## src/hw/rtl/dtt_pkg.sv

```systemverilog
// ----------------------------------------------------------------------------
// dtt_pkg: deadline timer table package
// Transaction types, command and status codes shared by the timer table.
// ----------------------------------------------------------------------------
package dtt_pkg;

   localparam logic [2:0] CMD_ADD     = 3'd0;
   localparam logic [2:0] CMD_CANCEL  = 3'd1;
   localparam logic [2:0] CMD_REFRESH = 3'd2;
   localparam logic [2:0] CMD_RESET   = 3'd3;
   localparam logic [2:0] CMD_SWEEP   = 3'd4;
   localparam logic [2:0] CMD_DELAY   = 3'd5;
   localparam logic [2:0] CMD_ANY     = 3'd6;

   localparam logic [1:0] ST_DONE    = 2'd0;
   localparam logic [1:0] ST_REFUSED = 2'd1;
   localparam logic [1:0] ST_FULL    = 2'd2;
   localparam logic [1:0] ST_NONE    = 2'd3;

   localparam logic [31:0] ROLLBACK_RESET = 32'd3600000;

   typedef struct packed {
      logic [2:0]  cmd;
      logic [3:0]  slot;
      logic [31:0] period_ms;
      logic        recurring;
      logic        restart_now;
      logic [47:0] now_ms;
   } req_type;

   typedef struct packed {
      logic [1:0]  status;
      logic [3:0]  result_slot;
      logic [47:0] delay_ms;
      logic        front_notify;
      logic        any_armed;
      logic        last;
   } rsp_type;

endpackage

```

## src/hw/rtl/deadline_timer_table.sv

```systemverilog
// ----------------------------------------------------------------------------
// deadline_timer_table: table of timer slots with ordered expiry
//
//   channel   dir   handshake              payload
//   req_      in    req_valid / req_stall  req_data (req_type)
//   rsp_      out   rsp_valid / rsp_stall  rsp_data (rsp_type)
//   csr_      in    csr_valid / csr_ready  csr_data (rollback limit)
//
// Every scan walks the slots one per cycle; the deadline scans go through
// one shared ALU and the deadline/period RAM read port. Add scans for a
// free slot, then for the earliest deadline; reset and next delay scan at
// most once; cancel, refresh, the armed query and unknown codes do not scan.
// A sweep expiring k slots scans k+1 times.
// Reset is synchronous; all armed flags clear at once. A stalled result
// holds the sequencer in its emit state; no input is taken until done.
// ----------------------------------------------------------------------------
module deadline_timer_table
   import dtt_pkg::*;
#(
   parameter int TIMER_SLOTS = 16,
   parameter int TIME_BITS   = 48
) (
   input  logic        clock,
   input  logic        reset,
   input  logic        req_valid,
   output logic        req_stall,
   input  req_type     req_data,
   output logic        rsp_valid,
   input  logic        rsp_stall,
   output rsp_type     rsp_data,
   input  logic        csr_valid,
   output logic        csr_ready,
   input  logic [31:0] csr_data
);

   localparam int N  = TIMER_SLOTS;
   localparam int IW = $clog2(N);
   localparam int CW = IW + 1;
   localparam int W  = TIME_BITS;

   typedef enum logic [3:0] {
      S_IDLE, S_DISP, S_RD, S_REF, S_RST1, S_RST2, S_ADDW,
      S_SW0, S_SW1, S_SCAN, S_FRONT, S_DLY, S_SWHIT, S_EMIT
   } state_type;

   typedef enum logic [1:0] {K_FREE, K_MIN, K_DUE} kind_type;

   state_type     state_ff;
   kind_type      kind_ff;
   req_type       req_ff;
   logic [CW-1:0] idx_ff;
   logic          rd_vld_ff;
   logic [IW-1:0] rd_idx_ff;
   logic [N-1:0]  armed_ff;
   logic [N-1:0]  due_ff;
   logic          ff_flag_ff;
   logic [W-1:0]  prev_ff;
   logic [31:0]   limit_ff;
   logic          found_ff;
   logic [IW-1:0] best_ff;
   logic [W-1:0]  best_dl_ff;
   logic [32:0]   best_pr_ff;
   logic [IW-1:0] tgt_ff;
   logic [W-1:0]  newdl_ff;
   logic [W-1:0]  tmp_ff;
   logic          rep_ff;
   logic          roll_ff;
   logic          fin_any_ff;
   logic [1:0]    o_st_ff;
   logic [3:0]    o_slot_ff;
   logic [47:0]   o_dl_ff;
   logic          o_fn_ff;
   logic          o_last_ff;
   logic          rsp_valid_ff;
   rsp_type       rsp_ff;

   logic [W-1:0]  now_t;
   logic [W-1:0]  pms_t;
   logic          slot_ok;
   logic [W-1:0]  dl_rd;
   logic [32:0]   pr_rd;
   logic [W-1:0]  alu_a;
   logic [W-1:0]  alu_b;
   logic [W-1:0]  alu_sum;
   logic [W-1:0]  alu_diff;
   logic          alu_lt;
   logic          alu_eq;
   logic [IW-1:0] rd_addr;
   logic          dl_we;
   logic          pr_we;
   logic [W-1:0]  dl_wdata;
   logic [32:0]   pr_wdata;
   logic          is_sweep;
   logic [N-1:0]  min_mask;
   logic          excl;
   logic          cand;
   logic          scan_done;
   logic          due_j;
   logic [N-1:0]  due_left;
   logic          tgt_leads;
   logic          emit_ok;

   assign now_t    = W'(req_ff.now_ms);
   assign pms_t    = W'(req_ff.period_ms);
   assign slot_ok  = (32'(req_ff.slot) < N);
   assign is_sweep = (req_ff.cmd == CMD_SWEEP);
   assign min_mask = is_sweep ? due_ff : armed_ff;
   assign excl     = (req_ff.cmd == CMD_ADD) || (req_ff.cmd == CMD_RESET);
   assign cand     = min_mask[rd_idx_ff] && !(excl && (rd_idx_ff == tgt_ff));
   assign scan_done = (idx_ff == CW'(N)) && !rd_vld_ff;
   assign due_j    = armed_ff[rd_idx_ff] && (roll_ff || !alu_lt);
   assign emit_ok  = !rsp_valid_ff || !rsp_stall;
   assign tgt_leads = !found_ff || alu_lt || (alu_eq && (tgt_ff < best_ff));

   always_comb begin
      due_left         = due_ff;
      due_left[tgt_ff] = 1'b0;
   end

   assign req_stall = (state_ff != S_IDLE);
   assign csr_ready = 1'b1;
   assign rsp_valid = rsp_valid_ff;
   assign rsp_data  = rsp_ff;

   assign rd_addr = (state_ff == S_SCAN) ? idx_ff[IW-1:0] : tgt_ff;

   always_comb begin
      alu_a = '0;
      alu_b = '0;
      unique case (state_ff)
         S_SCAN: begin
            if (kind_ff == K_DUE) begin
               alu_a = now_t;
               alu_b = dl_rd;
            end else begin
               alu_a = dl_rd;
               alu_b = best_dl_ff;
            end
         end
         S_ADDW: begin
            alu_a = now_t;
            alu_b = pms_t;
         end
         S_REF: begin
            alu_a = now_t;
            alu_b = W'(pr_rd[31:0]);
         end
         S_RST1: begin
            alu_a = dl_rd;
            alu_b = W'(pr_rd[31:0]);
         end
         S_RST2: begin
            alu_a = tmp_ff;
            alu_b = pms_t;
         end
         S_FRONT: begin
            alu_a = newdl_ff;
            alu_b = best_dl_ff;
         end
         S_SW0: begin
            alu_a = prev_ff;
            alu_b = W'(limit_ff);
         end
         S_SW1: begin
            alu_a = now_t;
            alu_b = tmp_ff;
         end
         S_SWHIT: begin
            alu_a = now_t;
            alu_b = W'(best_pr_ff[31:0]);
         end
         S_DLY: begin
            alu_a = best_dl_ff;
            alu_b = now_t;
         end
         default: begin
         end
      endcase
   end

   always_comb begin
      dl_we    = 1'b0;
      pr_we    = 1'b0;
      dl_wdata = alu_sum;
      pr_wdata = {req_ff.recurring, req_ff.period_ms};
      unique case (state_ff)
         S_ADDW: begin
            dl_we = 1'b1;
            pr_we = 1'b1;
         end
         S_REF: dl_we = 1'b1;
         S_RST2: begin
            dl_we    = 1'b1;
            pr_we    = 1'b1;
            pr_wdata = {rep_ff, req_ff.period_ms};
         end
         S_SWHIT: dl_we = best_pr_ff[32];
         default: begin
         end
      endcase
   end

   dtt_alu #(.W(W)) u_alu (
      .a          (alu_a),
      .b          (alu_b),
      .sum_sat    (alu_sum),
      .diff_clamp (alu_diff),
      .lt         (alu_lt),
      .eq         (alu_eq)
   );

   dtt_ram #(.WIDTH(W), .DEPTH(N)) u_dl_ram (
      .clock   (clock),
      .wr_en   (dl_we),
      .wr_addr (tgt_ff),
      .wr_data (dl_wdata),
      .rd_addr (rd_addr),
      .rd_data (dl_rd)
   );

   dtt_ram #(.WIDTH(33), .DEPTH(N)) u_pr_ram (
      .clock   (clock),
      .wr_en   (pr_we),
      .wr_addr (tgt_ff),
      .wr_data (pr_wdata),
      .rd_addr (rd_addr),
      .rd_data (pr_rd)
   );

   always_ff @(posedge clock) begin
      if (reset) begin
         state_ff     <= S_IDLE;
         kind_ff      <= K_FREE;
         rd_vld_ff    <= 1'b0;
         armed_ff     <= '0;
         ff_flag_ff   <= 1'b0;
         prev_ff      <= '0;
         limit_ff     <= ROLLBACK_RESET;
         rsp_valid_ff <= 1'b0;
      end else begin
         if (csr_valid && csr_ready) begin
            limit_ff <= csr_data;
         end
         if (rsp_valid_ff && !rsp_stall && (state_ff != S_EMIT)) begin
            rsp_valid_ff <= 1'b0;
         end
         rd_vld_ff <= (state_ff == S_SCAN) && (idx_ff != CW'(N));
         rd_idx_ff <= idx_ff[IW-1:0];

         unique case (state_ff)
            S_IDLE: begin
               if (req_valid) begin
                  req_ff    <= req_data;
                  tgt_ff    <= IW'(req_data.slot);
                  o_st_ff   <= ST_DONE;
                  o_slot_ff <= '0;
                  o_dl_ff   <= '0;
                  o_fn_ff   <= 1'b0;
                  o_last_ff <= 1'b1;
                  state_ff  <= S_DISP;
               end
            end
            S_DISP: begin
               idx_ff   <= '0;
               found_ff <= 1'b0;
               priority case (req_ff.cmd)
                  CMD_ADD: begin
                     kind_ff  <= K_FREE;
                     state_ff <= S_SCAN;
                  end
                  CMD_CANCEL: begin
                     if (!slot_ok || !armed_ff[tgt_ff]) begin
                        o_st_ff <= ST_REFUSED;
                     end else begin
                        armed_ff[tgt_ff] <= 1'b0;
                     end
                     state_ff <= S_EMIT;
                  end
                  CMD_REFRESH: begin
                     if (!slot_ok || !armed_ff[tgt_ff]) begin
                        o_st_ff  <= ST_REFUSED;
                        state_ff <= S_EMIT;
                     end else begin
                        state_ff <= S_RD;
                     end
                  end
                  CMD_RESET: begin
                     if (!slot_ok) begin
                        o_st_ff  <= ST_REFUSED;
                        state_ff <= S_EMIT;
                     end else begin
                        state_ff <= S_RD;
                     end
                  end
                  CMD_SWEEP: state_ff <= S_SW0;
                  CMD_DELAY: begin
                     ff_flag_ff <= 1'b0;
                     kind_ff    <= K_MIN;
                     state_ff   <= S_SCAN;
                  end
                  CMD_ANY: state_ff <= S_EMIT;
                  default: begin
                     o_st_ff  <= ST_REFUSED;
                     state_ff <= S_EMIT;
                  end
               endcase
            end
            S_RD: begin
               state_ff <= (req_ff.cmd == CMD_REFRESH) ? S_REF : S_RST1;
            end
            S_REF: state_ff <= S_EMIT;
            S_RST1: begin
               rep_ff <= pr_rd[32];
               tmp_ff <= req_ff.restart_now ? now_t : alu_diff;
               if ((req_ff.period_ms == pr_rd[31:0]) && !req_ff.restart_now) begin
                  state_ff <= S_EMIT;
               end else if (!armed_ff[tgt_ff]) begin
                  o_st_ff  <= ST_REFUSED;
                  state_ff <= S_EMIT;
               end else begin
                  state_ff <= S_RST2;
               end
            end
            S_RST2, S_ADDW: begin
               newdl_ff <= alu_sum;
               if (state_ff == S_ADDW) begin
                  armed_ff[tgt_ff] <= 1'b1;
                  o_slot_ff        <= 4'(tgt_ff);
               end
               idx_ff   <= '0;
               found_ff <= 1'b0;
               kind_ff  <= K_MIN;
               state_ff <= S_SCAN;
            end
            S_SW0: begin
               tmp_ff   <= alu_diff;
               state_ff <= S_SW1;
            end
            S_SW1: begin
               roll_ff    <= alu_lt;
               prev_ff    <= now_t;
               fin_any_ff <= 1'b0;
               due_ff     <= '0;
               idx_ff     <= '0;
               kind_ff    <= K_DUE;
               state_ff   <= S_SCAN;
            end
            S_SCAN: begin
               if (idx_ff != CW'(N)) begin
                  idx_ff <= idx_ff + CW'(1);
               end
               unique case (kind_ff)
                  K_FREE: begin
                     if ((idx_ff != CW'(N)) && !found_ff &&
                         !armed_ff[idx_ff[IW-1:0]]) begin
                        found_ff <= 1'b1;
                        best_ff  <= idx_ff[IW-1:0];
                     end
                  end
                  K_MIN: begin
                     if (rd_vld_ff && cand && (!found_ff || alu_lt)) begin
                        found_ff   <= 1'b1;
                        best_ff    <= rd_idx_ff;
                        best_dl_ff <= dl_rd;
                        best_pr_ff <= pr_rd;
                     end
                  end
                  K_DUE: begin
                     if (rd_vld_ff) begin
                        due_ff[rd_idx_ff] <= due_j;
                        if (armed_ff[rd_idx_ff] && !(due_j && !pr_rd[32])) begin
                           fin_any_ff <= 1'b1;
                        end
                     end
                  end
                  default: begin
                  end
               endcase
               if (scan_done) begin
                  unique case (kind_ff)
                     K_FREE: begin
                        if (found_ff) begin
                           tgt_ff   <= best_ff;
                           state_ff <= S_ADDW;
                        end else begin
                           o_st_ff  <= ST_FULL;
                           state_ff <= S_EMIT;
                        end
                     end
                     K_DUE: begin
                        if (due_ff == '0) begin
                           o_st_ff  <= ST_NONE;
                           state_ff <= S_EMIT;
                        end else begin
                           idx_ff   <= '0;
                           found_ff <= 1'b0;
                           kind_ff  <= K_MIN;
                        end
                     end
                     default: begin
                        if (is_sweep) begin
                           tgt_ff   <= best_ff;
                           state_ff <= S_SWHIT;
                        end else if (req_ff.cmd == CMD_DELAY) begin
                           state_ff <= S_DLY;
                        end else begin
                           state_ff <= S_FRONT;
                        end
                     end
                  endcase
               end
            end
            S_FRONT: begin
               if (tgt_leads && !ff_flag_ff) begin
                  o_fn_ff    <= 1'b1;
                  ff_flag_ff <= 1'b1;
               end
               state_ff <= S_EMIT;
            end
            S_DLY: begin
               o_dl_ff  <= found_ff ? 48'(alu_diff) : '1;
               state_ff <= S_EMIT;
            end
            S_SWHIT: begin
               due_ff[tgt_ff] <= 1'b0;
               if (!best_pr_ff[32]) begin
                  armed_ff[tgt_ff] <= 1'b0;
               end
               o_st_ff   <= ST_DONE;
               o_slot_ff <= 4'(tgt_ff);
               o_last_ff <= (due_left == '0);
               state_ff  <= S_EMIT;
            end
            S_EMIT: begin
               if (emit_ok) begin
                  rsp_valid_ff         <= 1'b1;
                  rsp_ff.status        <= o_st_ff;
                  rsp_ff.result_slot   <= o_slot_ff;
                  rsp_ff.delay_ms      <= o_dl_ff;
                  rsp_ff.front_notify  <= o_fn_ff;
                  rsp_ff.any_armed     <= is_sweep ? fin_any_ff : (|armed_ff);
                  rsp_ff.last          <= o_last_ff;
                  if (is_sweep && !o_last_ff) begin
                     idx_ff   <= '0;
                     found_ff <= 1'b0;
                     kind_ff  <= K_MIN;
                     state_ff <= S_SCAN;
                  end else begin
                     state_ff <= S_IDLE;
                  end
               end
            end
            default: state_ff <= S_IDLE;
         endcase
      end
   end

endmodule

```

## src/hw/rtl/dtt_ram.sv

```systemverilog
// ----------------------------------------------------------------------------
// dtt_ram: generic single-port-write RAM
// One write port, one read port, registered read data.
// ----------------------------------------------------------------------------
module dtt_ram #(
   parameter int WIDTH = 32,
   parameter int DEPTH = 16
) (
   input  logic                     clock,
   input  logic                     wr_en,
   input  logic [$clog2(DEPTH)-1:0] wr_addr,
   input  logic [WIDTH-1:0]         wr_data,
   input  logic [$clog2(DEPTH)-1:0] rd_addr,
   output logic [WIDTH-1:0]         rd_data
);

   logic [WIDTH-1:0] mem [DEPTH];

   always_ff @(posedge clock) begin
      if (wr_en) begin
         mem[wr_addr] <= wr_data;
      end
      rd_data <= mem[rd_addr];
   end

endmodule

```

## src/hw/rtl/dtt_alu.sv

```systemverilog
// ----------------------------------------------------------------------------
// dtt_alu: shared time arithmetic unit
// Saturating add, clamped subtract and compare on one pair of time operands.
// ----------------------------------------------------------------------------
module dtt_alu #(
   parameter int W = 48
) (
   input  logic [W-1:0] a,
   input  logic [W-1:0] b,
   output logic [W-1:0] sum_sat,
   output logic [W-1:0] diff_clamp,
   output logic         lt,
   output logic         eq
);

   logic [W:0] sum;

   assign sum        = {1'b0, a} + {1'b0, b};
   assign sum_sat    = sum[W] ? '1 : sum[W-1:0];
   assign lt         = (a < b);
   assign eq         = (a == b);
   assign diff_clamp = lt ? '0 : (a - b);

endmodule

```

## config.mk

```make
export PLATFORM = sky130hd
export DESIGN_NAME = deadline_timer_table
export DESIGN_NICKNAME = d
export VERILOG_FILES = /design/src/hw/rtl/dtt_pkg.sv /design/src/hw/rtl/deadline_timer_table.sv /design/src/hw/rtl/dtt_ram.sv /design/src/hw/rtl/dtt_alu.sv
export SDC_FILE = /design/constraint.sdc
export NUM_CORES = 2
export LEC_CHECK = 0
export ABC_AREA = 1
export BUFFER_PORTS_ARGS = -buffer_cell sky130_fd_sc_hd__buf_2
export CAP_MARGIN = 10
export CORE_ASPECT_RATIO = 1.1
export CORE_MARGIN = 8
export CORE_UTILIZATION = 43
export DETAILED_ROUTE_END_ITERATION = 8
export PLACE_DENSITY_LB_ADDON = 0.25
export SLEW_MARGIN = 10
export SYNTH_ARGS = -nofsm -noshare
export SYNTH_HDL_FRONTEND = slang
export SYNTH_SLANG_ARGS = --single-unit
```

## constraint.sdc

```tcl
create_clock -name clock -period 5.8 [get_ports clock]
set_clock_uncertainty 0.05 [all_clocks]
set_input_delay 0.58 -clock clock [delete_from_list [all_inputs] [get_ports clock]]
set_output_delay 0.58 -clock clock [all_outputs]
set_load 0.01 [all_outputs]
```

== After elaboration in Yosys (flattened, before gate mapping) ==
Memories as Yosys holds them, arrays and structs flattened. A register that Yosys moved wholly into a read port is not among the register bits.
Cells that the tools add are included.
Storage, ports and cells
  register bits after elaboration: 517
  memory bits (writable): 1296
  word-level logic and storage cells: 312
  memories: 2
Memory list
  u_dl_ram.mem: depth 16, bits a word 48, read ports 1, clocked after memory_dff 1, write ports 1, line dtt_ram.sv:17  | logic [WIDTH-1:0] mem [DEPTH];
  u_pr_ram.mem: depth 16, bits a word 33, read ports 1, clocked after memory_dff 1, write ports 1, line dtt_ram.sv:17
Operators by class
  $add $sub $neg: 3
  $lt $le $gt $ge: 7
  equality and inequality tests: 52
  mux-type cells: 115
  bitwise gates (word level): 5
  reductions and logical operators: 91
Operator list (number)
  $pmux 48 s8: 1
  $mux 48: 7
  $pmux 48 s7: 1
  $pmux 48 s2: 2
  $mux 16: 7
  $pmux 16 s3: 2
  $mux 4: 18
  $add 48x48->49: 1
  $eq 48x48->1: 1
  $lt 48x48->1: 1
  $sub 48x48->48: 1
  $pmux 4 s9: 1
  $mux 33: 1
  $and 16x16->16: 2
  $eq 32x32->1: 1
  $logic_not 16->1: 2
  $pmux 4 s2: 4
  $mux 1: 30
  $mux 5: 6
  $ne 2x2->1 const B: 15
  $reduce_and 4->1: 7
  $eq 4x4->1 const B: 6
  $mux 2: 11
  $pmux 2 s5: 2
  53 further kinds: 143

== Depth between registers and ports, before layout ==
  depth in word-level cells: 14
  depth in mapped cells: 28
  mapped depth without buffers: 25

== Modules after synthesis ==
Synthesis repeated with hierarchy kept, for this count alone.
Unflattened totals
  cells, all modules: 9784
  area total of the unflattened synthesis: 90209.0 µm²
By module, submodules not included
  dtt_ram (u_dl_ram): instances 1, cells an instance 3165, area an instance 33988.8 µm²
  deadline_timer_table: instances 1, cells an instance 2444, area an instance 23684.0 µm²
  dtt_ram (u_pr_ram): instances 1, cells an instance 2187, area an instance 23267.3 µm²
  dtt_alu: instances 1, cells an instance 1988, area an instance 9268.9 µm²

== Least setup slack after synthesis ==
No wires, ideal clock.
  kind: input to register
  from: in reset
  to: reg req_ff, in the netlist now_t[0] (enable)
  setup time: 529 ps
  data arrival time: 4984 ps
  required time: 5221 ps
  slack: 236 ps
  stages on the path: 6
  path buffers: 3
  path through: clkbuf_1 > clkinv_1 > clkbuf_1 > clkbuf_1 > nand2_1 > nor2_1
On the way
  longest elaborated chain between the ends: 2
Ends and longest elaborated chain
  start: declaration: line deadline_timer_table.sv:24  | input logic reset,
  $not 1->1 (no line)
  $reduce_and 3->1 (no line)
  end signal: assignment: line deadline_timer_table.sv:253  | req_ff <= req_data;
  end: declaration: line deadline_timer_table.sv:50  | req_type req_ff;
Every way passes these cells.
A chain may end at the register's enable or synchronous reset.

== Worst setup path in the final report ==
  from: reg state_ff[3]
  to: mem u_dl_ram.mem[15][43] in the netlist's numbering, data pin
On the way
  longest elaborated chain between the ends: 5
  elaborated cells on any way between the ends: 17
  those cells by class: 1 x add/sub; 10 x eq/ne; 3 x mux; 3 x reduce/logical
Ends and longest elaborated chain
  start: declaration: line deadline_timer_table.sv:48  | state_type state_ff;
  start signal: assignment: line deadline_timer_table.sv:309  | state_ff <= (req_ff.cmd == CMD_REFRESH) ? S_REF : S_RST1;
  $eq 4x3->1, or another cell as far along: line deadline_timer_table.sv:130  | unique case (state_ff)
  $reduce_or 4->1 (no line) / $reduce_or 2->1 (equally long branches)
  $pmux 48 s7 / $pmux 48 s8 (equally long branches): line deadline_timer_table.sv:130
  $add 48x48->49 *: line dtt_alu.sv:18  | assign sum = {1'b0, a} + {1'b0, b};
  $mux 48 *: line dtt_alu.sv:19  | assign sum_sat = sum[W] ? '1 : sum[W-1:0];
  named net alu_sum[43]: line deadline_timer_table.sv:84  | logic [W-1:0] alu_sum;
  end: declaration: line dtt_ram.sv:17
Mark *: on every way through the listed nets, which the timed path passes. The rest lies on a longest branch.

==> out/metrics.yaml <==
run_status:
  status: "finished clean"
clock_network:
  cts-buffers-inserted: 190
  clk_latency_ns: 0.90
  clock-root-buffer: "clkbuf_16"
  cts_sinks: 1894
  cts_buffer_depth: 3
  clkTransAtPathRegs_ns: 0.06
  cts_tree: "built"
  h-tree-depth: 4
finish:
  drive_above_1_share: 0.104
  fin_util: 0.498
  layout.nets: 8423
  final_cell_area_um2: 96800
  areaGrowthSynthToFinish_pct: 15.4
timing:
  hold_ws_ns: 0.167
  slew_headroom: 0.211
  setup_viol: 0
  worst_slew_pin_slew_ns: 1.18
  fin_tns_setup_ns: 0
  finalCritPeriodShare: 0.961
  period_needed_ns: 5.57
  slew_violations: 0
  fmax_ghz: 0.179
  rsz0062_at_grt: "no"
  final-hold-violation-count: 0
grt:
  grt_pass1_vias: 61377
  grt_use_total: 0.282
  grt.overflow.total: 0
  grt_pass1_wl_mm: 436
  antenna_found_initial: 17
  grt_max_degree: 182
critical_path:
  cp_slowest_cell: "ha_1"
  r2r-start: "state_ff[3]"
  required_ns: 6.32
  setup.worst_path.start_class: "register"
  critPathTopFamily: "simple AND/OR/NAND/NOR gates"
  crit_type: "reg2reg"
  crit_chain: "inv_2 -> nand2_1 -> nor2_2 -> inv_1 -> nand2_1 -> inv_1 -> buf_12 -> o211ai_1 -> ha_1 -> inv_1 -> buf_4 -> nand2_1 -> nor2_1 -> inv_1 -> nor2_1 -> nand2_1 -> nor2_1 -> o21ai_0 -> nand4_1 -> nand3_1 -> buf_4"
  slowest_delay_ns: 0.48
  cp_max_fo: 23
  worstPathBufferInverterCount: 8
  regToRegSetupSlack_ns: 0.23
  worstPathArrival_ns: 6.09
  reg2reg_to: "u_dl_ram.mem[15][43]"
  endpoint_kind: "register"
  reg2reg_depth: 21
detailed_routing:
  met1_length_mm: 125
  viasPerCell: 5.96
  top_layer: "met5"
  met3_length_mm: 33.2
  drt-total-wl_mm: 308
  firstDrtPassIters: 8
  dr_total_vias: 65193
  ant_nets: 0
  wl_per_cell_um: 28.2
  drt_iter0_markers: 8895
  met2_length_mm: 134
  drc_errors: 0
floorplan:
  dieArea_um2: 209000
  rows: 170
  die_h_um: 479
  pin_count: 186
  core_um2: 194000
  initial_core_util: 0.431
  fp.dieW_um: 437
power:
  p_leak_uw: 0.0356
  power_density_nw_per_um2: 593
  ir_worst_vdd_mv: 0.931
logic_synthesis:
  synth-edff-count: 1708
  avgSynthCellArea_um2: 10.7
  ys_ff_latch: 1894
  synth.top_cell.area_share: 0.612
  synth_cells: 7852
  synth_warnings: 0
  ys_seq_area_frac: 0.656
  synth_cell_types: 66
  synthTopCellsByCount: "1708 x edfxtp_1, 1101 x nand2_1, 1092 x nor2_1"
  syn_nets: 8081
  synth-async-reset-ratio: 0
  yosysMostFrequentCell: "edfxtp_1"
  syn_area_um2: 83800
  synth_area_leader_cell: "edfxtp_1"
  synth_area_leaders: "edfxtp_1 61%, o21ai_0 5.0%, nand2_1 4.9%"
  synth_ff_type: "edfxtp_1"
place:
  gp_congestion: 1.09
  io_buffer_count: 184
  hpwl_mm: 206
  placed_area_um2: 89200
hold_path:
  holdCritStartpoint: "csr_valid"
  min_path_type: "in2reg"
  worstHoldEndpoint: "limit_ff[13]"
  hold_depth: 2
job:
  max_cap_viol_count: 0
-- worst max path at each step --
stage                                end   startpoint  cells past startpoint
floorplan                       now_t[0]        reset                      6
global placement             o_dl_ff[47]  state_ff[3]                     22
detailed placement           o_dl_ff[47]  state_ff[3]                     22
CTS                 u_dl_ram.mem[13][29]  state_ff[3]                     19
global route        u_dl_ram.mem[15][43]  state_ff[3]                     23
finish              u_dl_ram.mem[15][43]  state_ff[3]                     21
-- per-stage QoR --
step                std cells  total power [uW]  worst slack [ns]
CTS                     10937             56700             0.196
global route            10938             59900            0.0196
global placement        10459             44200             0.394
detailed placement      10460             44300             0.295
finish                  10943             57300             0.228
floorplan                7852             33900             0.236
-- cell families (layout without fill, tap and decap cells) --
logic type | after synthesis | count (layout) | synth area share
AND/OR/NAND/NOR | 2707 | 2707 | 0.132
AO/OA/AOI/OAI | 1968 | 1968 | 0.140
flip-flops | 1894 | 1894 | 0.656
buffers and inverters | 1165 | 1670 | 0.0550
adder cells (fa/ha/maj) | 103 | 103 | 0.0156
XOR/XNOR | 14 | 14 | 0.00146
other | 1 | 7 | 0.0000447
-- cells in the final DEF, fill, tap and decap left out, types with 122 or more instances in the layout --
master	n
o221ai_1	196
o21ai_1	175
a21oi_1	292
o211ai_1	167
nand2_1	1100
dlygate4sd3_1	122
buf_2	184
edfxtp_1	1708
dfxtp_1	186
buf_4	250
clkbuf_16	190
nor2_1	1052
o21ai_0	840
o22ai_1	136
nand3_1	306
inv_1	701
-- state kept, by name, summed over array words and instances (netlist names), 5 cells and up, named ones only --
| name | cells |
|---|---|
| best_dl_ff | 48 |
| best_pr_ff | 33 |
| due_ff | 16 |
| idx_ff | 5 |
| limit_ff | 32 |
| newdl_ff | 48 |
| now_t | 48 |
| o_dl_ff | 48 |
| pms_t | 32 |
| prev_ff | 48 |
| req_ff | 5 |
| rsp_data | 57 |
| tmp_ff | 48 |
| u_dl_ram.mem | 768 |
| u_dl_ram.rd_data | 48 |
| u_pr_ram.mem | 528 |
| u_pr_ram.rd_data | 33 |
-- worst register-to-register path, delay by kind of cell, from the launching register on --
kind,cells,cell delay (ns)
flip-flops,1,0.37
adder cells (fa/ha/maj),1,0.48
AND/OR/NAND/NOR,10,2.20
buffers and inverters,8,1.32
AO/OA/AOI/OAI,2,0.83
-- what timing repair did --
item,CTS,global route
hold buffers,122,0
buffers inserted,0,0
hold endpoints to repair,122,0
endpoints found under the setup margin,0,306
gates resized for setup,0,10
-- layer usage --
layer	vias to the layer above	global-route usage
li1	28658	-
met1	32181	0.392
met2	3632	0.422
met3	718	0.0628
met4	4	0.134
met5	-	0
-- area by class of cell --
class	instances	area, um2
antenna	6	15.0
clock buffer	260	5190
clock inverter	95	1070
fill	17301	97700
inverter	715	2700
multi-input combinational	4793	24600
sequential	1894	55000
tap	2580	3230
timing repair buffer	600	4910
-- power breakdown --
group | internal [uW] | total, uW | switching (uW)
combinational | 6700 | 25800 | 19100
clock | 6870 | 12300 | 5450
sequential | 18200 | 19200 | 1040
total | 31700 | 57300 | 25600
No activity file was read; power rests on OpenSTA's default activity.
